$ cat config.mk
export PLATFORM = sky130hd
export DESIGN_NAME = spfa_ctrl
export DESIGN_NICKNAME = d
export VERILOG_FILES = /design/src/hdl/spfa_pkg.sv /design/src/hdl/spfa_ctrl.sv
export VERILOG_INCLUDE_DIRS = /design/src /design/src/hdl
export SDC_FILE = /design/constraint.sdc
export NUM_CORES = 1
export LEC_CHECK = 0
export BUFFER_PORTS_ARGS = -buffer_cell sky130_fd_sc_hd__buf_2
export CAP_MARGIN = 20
export CORE_AREA = 4 4 41 43
export DETAILED_ROUTE_END_ITERATION = 12
export DIE_AREA = 0 0 45 47
export MAX_ROUTING_LAYER = met4
export SLEW_MARGIN = 0
export SYNTH_ARGS = -nofsm -noshare
export SYNTH_HDL_FRONTEND = slang
export SYNTH_SLANG_ARGS = --single-unit
$ cat constraint.sdc
create_clock -name clk -period 1.83 [get_ports clk]
set_input_delay 0.0915 -clock clk [delete_from_list [all_inputs] [get_ports clk]]
set_output_delay 0.0915 -clock clk [all_outputs]
set_load 0.01 [all_outputs]
$ cat src/hdl/symbol_pool_free_stack_allocator_unit_assert.svh
// ---------------------------------------------------------------------------
// Assertion macros for the symbol pool allocator
// Concurrent checks that compile away in synthesis builds.
// ---------------------------------------------------------------------------
`ifndef SYMBOL_POOL_FREE_STACK_ALLOCATOR_UNIT_ASSERT_SVH
`define SYMBOL_POOL_FREE_STACK_ALLOCATOR_UNIT_ASSERT_SVH

`ifndef SYNTHESIS

// Same-cycle implication, checked on every rising edge out of reset.
`define SPFA_ASSERT_IMP(lbl, clk, rst_n, ante, cons, msg) \
    lbl: assert property (@(posedge clk) disable iff (!rst_n) (ante) |-> (cons)) \
        else $error(msg);

// Next-cycle implication, checked on every rising edge out of reset.
`define SPFA_ASSERT_NXT(lbl, clk, rst_n, ante, cons, msg) \
    lbl: assert property (@(posedge clk) disable iff (!rst_n) (ante) |=> (cons)) \
        else $error(msg);

`else

`define SPFA_ASSERT_IMP(lbl, clk, rst_n, ante, cons, msg)
`define SPFA_ASSERT_NXT(lbl, clk, rst_n, ante, cons, msg)

`endif

`endif

$ cat src/hdl/spfa_pkg.sv
// ---------------------------------------------------------------------------
// spfa_pkg
// Shared types and constants of the symbol pool allocator.
// ---------------------------------------------------------------------------
package spfa_pkg;

    localparam int SLOT_W   = 10;
    localparam int VALUE_W  = 16;
    localparam int COUNT_W  = 16;
    localparam int OP_W     = 2;
    localparam int APB_W    = 32;
    localparam int CFG_ADDR_W = 3;

    localparam logic [OP_W-1:0] OP_CLEAR   = 2'd0;
    localparam logic [OP_W-1:0] OP_ALLOC   = 2'd1;
    localparam logic [OP_W-1:0] OP_RECYCLE = 2'd2;

    localparam logic [COUNT_W-1:0] COUNT_MAX = 16'hFFFF;

    localparam logic [VALUE_W-1:0] THRESHOLD_RESET = 16'd256;

    // register index 0, word decoded on paddr[2]
    localparam logic REG_THRESHOLD = 1'b0;

    typedef enum logic [1:0] {
        ST_IDLE,
        ST_GRANT,
        ST_FINISH
    } spfa_state_t;

    typedef struct packed {
        logic capture;
        logic grant;
        logic finish;
    } spfa_cmd_t;

    typedef struct packed {
        logic alloc_req;
    } spfa_status_t;

endpackage

$ cat src/hdl/spfa_ctrl.sv
// ---------------------------------------------------------------------------
// spfa_ctrl
// Sequencer: accepts a command, steps the datapath, raises the result strobe.
// ---------------------------------------------------------------------------
`include "symbol_pool_free_stack_allocator_unit_assert.svh"

module spfa_ctrl
    import spfa_pkg::*;
(
    input  logic         clk,
    input  logic         rst_n,
    input  logic         start,
    input  spfa_status_t status,
    output spfa_cmd_t    cmd,
    output logic         busy,
    output logic         done
);

    spfa_state_t state_reg;
    spfa_state_t state_next;
    logic        done_reg;

    always_ff @(posedge clk or negedge rst_n)
    begin
        if (!rst_n)
        begin
            state_reg <= ST_IDLE;
            done_reg  <= 1'b0;
        end
        else
        begin
            state_reg <= state_next;
            done_reg  <= (state_reg == ST_FINISH);
        end
    end

    always_comb
    begin
        state_next  = state_reg;
        cmd.capture = 1'b0;
        cmd.grant   = 1'b0;
        cmd.finish  = 1'b0;
        unique case (state_reg)
            ST_IDLE:
            begin
                if (start)
                begin
                    cmd.capture = 1'b1;
                    state_next  = status.alloc_req ? ST_GRANT : ST_FINISH;
                end
            end
            ST_GRANT:
            begin
                cmd.grant  = 1'b1;
                state_next = ST_FINISH;
            end
            ST_FINISH:
            begin
                cmd.finish = 1'b1;
                state_next = ST_IDLE;
            end
            default:
            begin
                state_next = ST_IDLE;
            end
        endcase
    end

    assign busy = (state_reg != ST_IDLE);
    assign done = done_reg;

    `SPFA_ASSERT_NXT(a_alloc_grants, clk, rst_n, cmd.capture && status.alloc_req,
        state_reg == ST_GRANT, "allocate did not enter grant step")
    `SPFA_ASSERT_NXT(a_grant_finishes, clk, rst_n, state_reg == ST_GRANT,
        state_reg == ST_FINISH, "grant step not followed by finish")
    `SPFA_ASSERT_NXT(a_finish_strobes, clk, rst_n, state_reg == ST_FINISH,
        done_reg && !busy, "finish did not produce a single result strobe")

endmodule

== After elaboration in Yosys (flattened, before gate mapping) ==
Index checks and enable logic that the tools add are counted.
Word-level totals
  bits of input ports: 4
  output and inout port bits: 5
  register bits after elaboration: 3
Operators by class
  mux-type cells: 7
  equal/unequal tests: 3
  reduce and logical (&&, ||, !) cells: 2
Operators with widths (count)
  $mux W1: 4
  $mux W2: 2
  $pmux W2 S2: 1
  $eq A2 B1 Y1 const B: 1
  $eq A2 B2 Y1 const B: 1
  $logic_not A2 Y1: 1
  $ne A2 B2 Y1 const B: 1
  $reduce_bool A2 Y1: 1

== Longest topological paths before layout ==
  depth in word-level cells: 3
  gate-level depth with buffers: 2
  depth with buffers taken out: 2

== Worst setup path after synthesis ==
Ideal clock, no wire load.
  path kind: flip-flop to flip-flop
  from: reg state_reg[0]
  to: reg state_reg[0]
  stages on the path, launching flop included: 3
  arrival: 0.799 ns
  required time: 1.764 ns
  buffers on the path: 0
  path slack: 0.964 ns
  clock period less this slack: 0.866 ns
  path through: dfrtp_1 -> nor3b_2 -> and2_1
Between the ends
  word-level cells in the longest chain between the ends: 2
  elaborated cells between the ends (all ways): 4
RTL lines
  start, declared: RTL line spfa_ctrl.sv:19  | spfa_state_t state_reg;
  start signal, assigned: RTL line spfa_ctrl.sv:32  | state_reg <= state_next;
  $eq A2 B1 Y1 or $logic_not A2 Y1 (tied branches): RTL line spfa_ctrl.sv:43  | unique case (state_reg)
  $pmux W2 S2 or $ne A2 B2 Y1 (tied branches)
Several ways; a longest one is shown, not always the timed one.
A chain may end at the register's enable or synchronous reset.

== Worst setup path in the final report ==
  from: reg state_reg[1]
  to: out busy
Between the ends
  word-level cells in the longest chain between the ends: 1
RTL lines
  $reduce_bool A2 Y1: RTL line spfa_ctrl.sv:69  | assign busy = (state_reg != ST_IDLE);
  end, declared: RTL line spfa_ctrl.sv:15  | output logic busy,
No other way between the ends.

==> results.md <==
- Port buffer count: 8
- Initial drt markers: 2
- Clock tree from TritonCTS: done
- Antenna diodes: 0
- Count of state elements after synthesis: 3
- Root Buffer: sky130_fd_sc_hd__clkbuf_4
- Gp weighted congestion: 0.700
- Pin count of the biggest net entering global routing: 6
- Power density relative to cell area: 1020 nW/µm²
- Internal power consumption: 0.173 mW
- Number of setup violations in the final report: 0
- Synth warn: 0
- Inst Count DP: 34
- Area overhead of the layout relative to synthesis: 74.5%
- Setup repair after global routing missed its margin: no
- Worst slew pin tran: 159 ps
- Global-route wire length before repair: 600 µm
- DRT Pass-1 Iters: 2
- Overall track demand over capacity in global routing: 0.0507
- Std cell rows: 13
- Sw power: ~0.053 mW
- Overall die area: approximately 2100 µm²
- Share of power burned in registers: 0.344
- Proportion of power drawn by combinational gates: 0.162
- Remaining routing DRC violations: 0
- Avg Synthesized Cell Area: 11.6 µm²
- Total negative slack for setup checks: 0 ps
- Cell variety after synth: 9
- Number of global-route vias before repair: 135
- Total congestion overflow after global routing: 0
- Depth of the CTS H-tree: 1
- Max FFs per register: 2
- Via-per-instance ratio: 2.90
- Drt wl/cell: 7.95 µm
- Slew Limit Headroom: 0.894
- Sequential share of the synthesized area: 0.588
- Element type at the critical path start: register
- Final cell count without fillers: 39
- Antenna-violating nets left: 0
- Total wire length after detailed routing: ~310 µm
- Nature of the critical path endpoint: output port
- Critical path required time: 1740 ps
- Worst clock skew: 2.34 ps
- Smallest setup slack after layout: 679 ps
- Initial Utilization: 0.0981
- Placeable core region: 1300 µm²
- Worst setup timing slack at the placement stage: around 910 ps
- Total power draw: between 0.2 and 0.25 mW
- Die Ht: 47 µm
- Number of cells produced by synthesis: 11
- Chip width: between 40 and 50 µm
- Min-delay worst type: input pin to register
- Mapped Nets: 15
- Final max-slew violation count: 0
- Final #Nets: 29
- TritonCTS Buffers: 3
- Maximum operating frequency: between 800 and 900 MHz
- Clock Tree Buf Depth: 2
- Startpoint-to-endpoint class of the critical path: register to output port
- Number of hold violations in the final report: 0
- Final std cell area, no fill: ~220 µm²
- Later-pin clock latency in the skew report: roughly 230 ps
- Standard cell area after detailed placement: 186 µm²
- Filler cell count in the final layout: about 160
- Maximum net fanout on the critical path: 5
- Total number of vias: around 110
- Number of max-capacitance violations reported: 0
- VDD IR max: 0.439 mV
- Resized cells post-CTS: 0
- Clock sink count: 3
- Area of the mapped netlist: between 100 and 150 µm²
- Sw Ratio: 0.233
- Number of ports placed on the die boundary: 9
- Crit path arrival time: between 1000 and 1500 ps
- Proportion of layout cells with a drive suffix above 1: 0.583
- Leakage power of the design: 0.118 nW
- Initial antenna violation count: 0
- Run status: finished, final reports clean
- Clock slew seen by the registers of the worst setup and hold paths: 30 ps
- Proportion of power drawn by the clock network: 0.494
- Number of buffers inserted by post-CTS setup repair: 0
- Minimum period implied by the final worst setup slack: 1150 ps
- Post-route fraction of the period consumed by the critical path: 0.629
through the flow:
stage	hold slack [ps]	utilization
after floorplan	-204	-
after global placement	-110	0.143
after detailed placement	-109	0.143
after CTS	86.3	0.171
after global routing	96.2	0.171
final	91.1	0.171
critical path, cell delays in order, from the launching register on:
cell and delay (ps):
sky130_fd_sc_hd__dfrtp_1 410, sky130_fd_sc_hd__or2_2 280, sky130_fd_sc_hd__buf_2 140
logic make-up (layout without fill, tap and decap cells):
family                 after synthesis  after routing  synth area share
AO/OA/AOI/OAI                        1              1            0.0392
buffers and inverters                1             14            0.0294
flip-flops                           3              3             0.588
AND/OR/NAND/NOR                      6              6             0.343
power groups by stage:
| stage | clock network [mW] | registers [mW] | logic [mW] |
|---|---|---|---|
| CTS | 0.119 | 0.0778 | 0.0374 |
| global placement | 0 | 0.0782 | 0.0357 |
| finish | 0.112 | 0.0778 | 0.0365 |
| global route | 0.130 | 0.0792 | 0.0416 |
| floorplan | 0 | 0.0791 | 0.0172 |
| detailed placement | 0 | 0.0786 | 0.0355 |
Yosys cell counts:
cell	instances	area, µm²
sky130_fd_sc_hd__inv_1	1	3.75
sky130_fd_sc_hd__dfrtp_1	3	75.1
sky130_fd_sc_hd__and2_1	1	6.26
sky130_fd_sc_hd__nor2_1	1	3.75
sky130_fd_sc_hd__a21oi_1	1	5.00
sky130_fd_sc_hd__nand2b_1	1	6.26
sky130_fd_sc_hd__or2_2	1	6.26
sky130_fd_sc_hd__nor3b_2	1	12.5
sky130_fd_sc_hd__and2b_2	1	8.76
per-layer routing:
metal  share of wire  vias up  track usage
met5               0        -            -
met4               0        0       0.0175
met3            0.30        0       0.0766
met2            0.19       12       0.0424
met1            0.51       42       0.0548
li1                -       59            -
repair_timing:
action                                  CTS  global route
endpoints found under the setup margin    0             0
endpoints found under the hold margin     3             0
hold buffers                              1             0
placed cells by master (no fill, tap or decap):
master,netlist,routed
sky130_fd_sc_hd__buf_2,0,8
sky130_fd_sc_hd__clkbuf_4,0,3
sky130_fd_sc_hd__dfrtp_1,3,3
sky130_fd_sc_hd__or2_2,1,1
sky130_fd_sc_hd__inv_1,1,1
sky130_fd_sc_hd__nor2_1,1,1
sky130_fd_sc_hd__and2b_2,1,1
sky130_fd_sc_hd__nor3b_2,1,1
sky130_fd_sc_hd__nand2b_1,1,1
sky130_fd_sc_hd__a21oi_1,1,1
sky130_fd_sc_hd__and2_1,1,1
sky130_fd_sc_hd__clkbuf_1,0,1
sky130_fd_sc_hd__dlygate4sd3_1,0,1
final timing paths:
kind                                           from                       end  slack (ps)  depth (start not counted)
max                        state_reg[1]$_DFFE_PN0P_                      busy         680                          2
min                                          status  state_reg[0]$_DFFE_PN0P_          90                          2
max reg2reg                state_reg[1]$_DFFE_PN0P_  state_reg[0]$_DFFE_PN0P_        1030                          2
min reg2reg                state_reg[1]$_DFFE_PN0P_  state_reg[1]$_DFFE_PN0P_         500                          1
max in group asynchronous                     rst_n  state_reg[0]$_DFFE_PN0P_        1530                          2
min in group asynchronous                     rst_n            done$_DFF_PN0_         190                          2
area by class of cell:
| class | instances | area, µm² | share of cell area |
|---|---|---|---|
| inverter | 1 | 3.75 | 0.0169 |
| clock buffer | 4 | 26.3 | 0.118 |
| multi-input combinational | 7 | 48.8 | 0.219 |
| tap | 15 | 18.8 | 0.0843 |
| timing repair buffer | 9 | 50.0 | 0.225 |
| sequential | 3 | 75.1 | 0.337 |
Note: power is estimated with default switching activity, not from simulation.
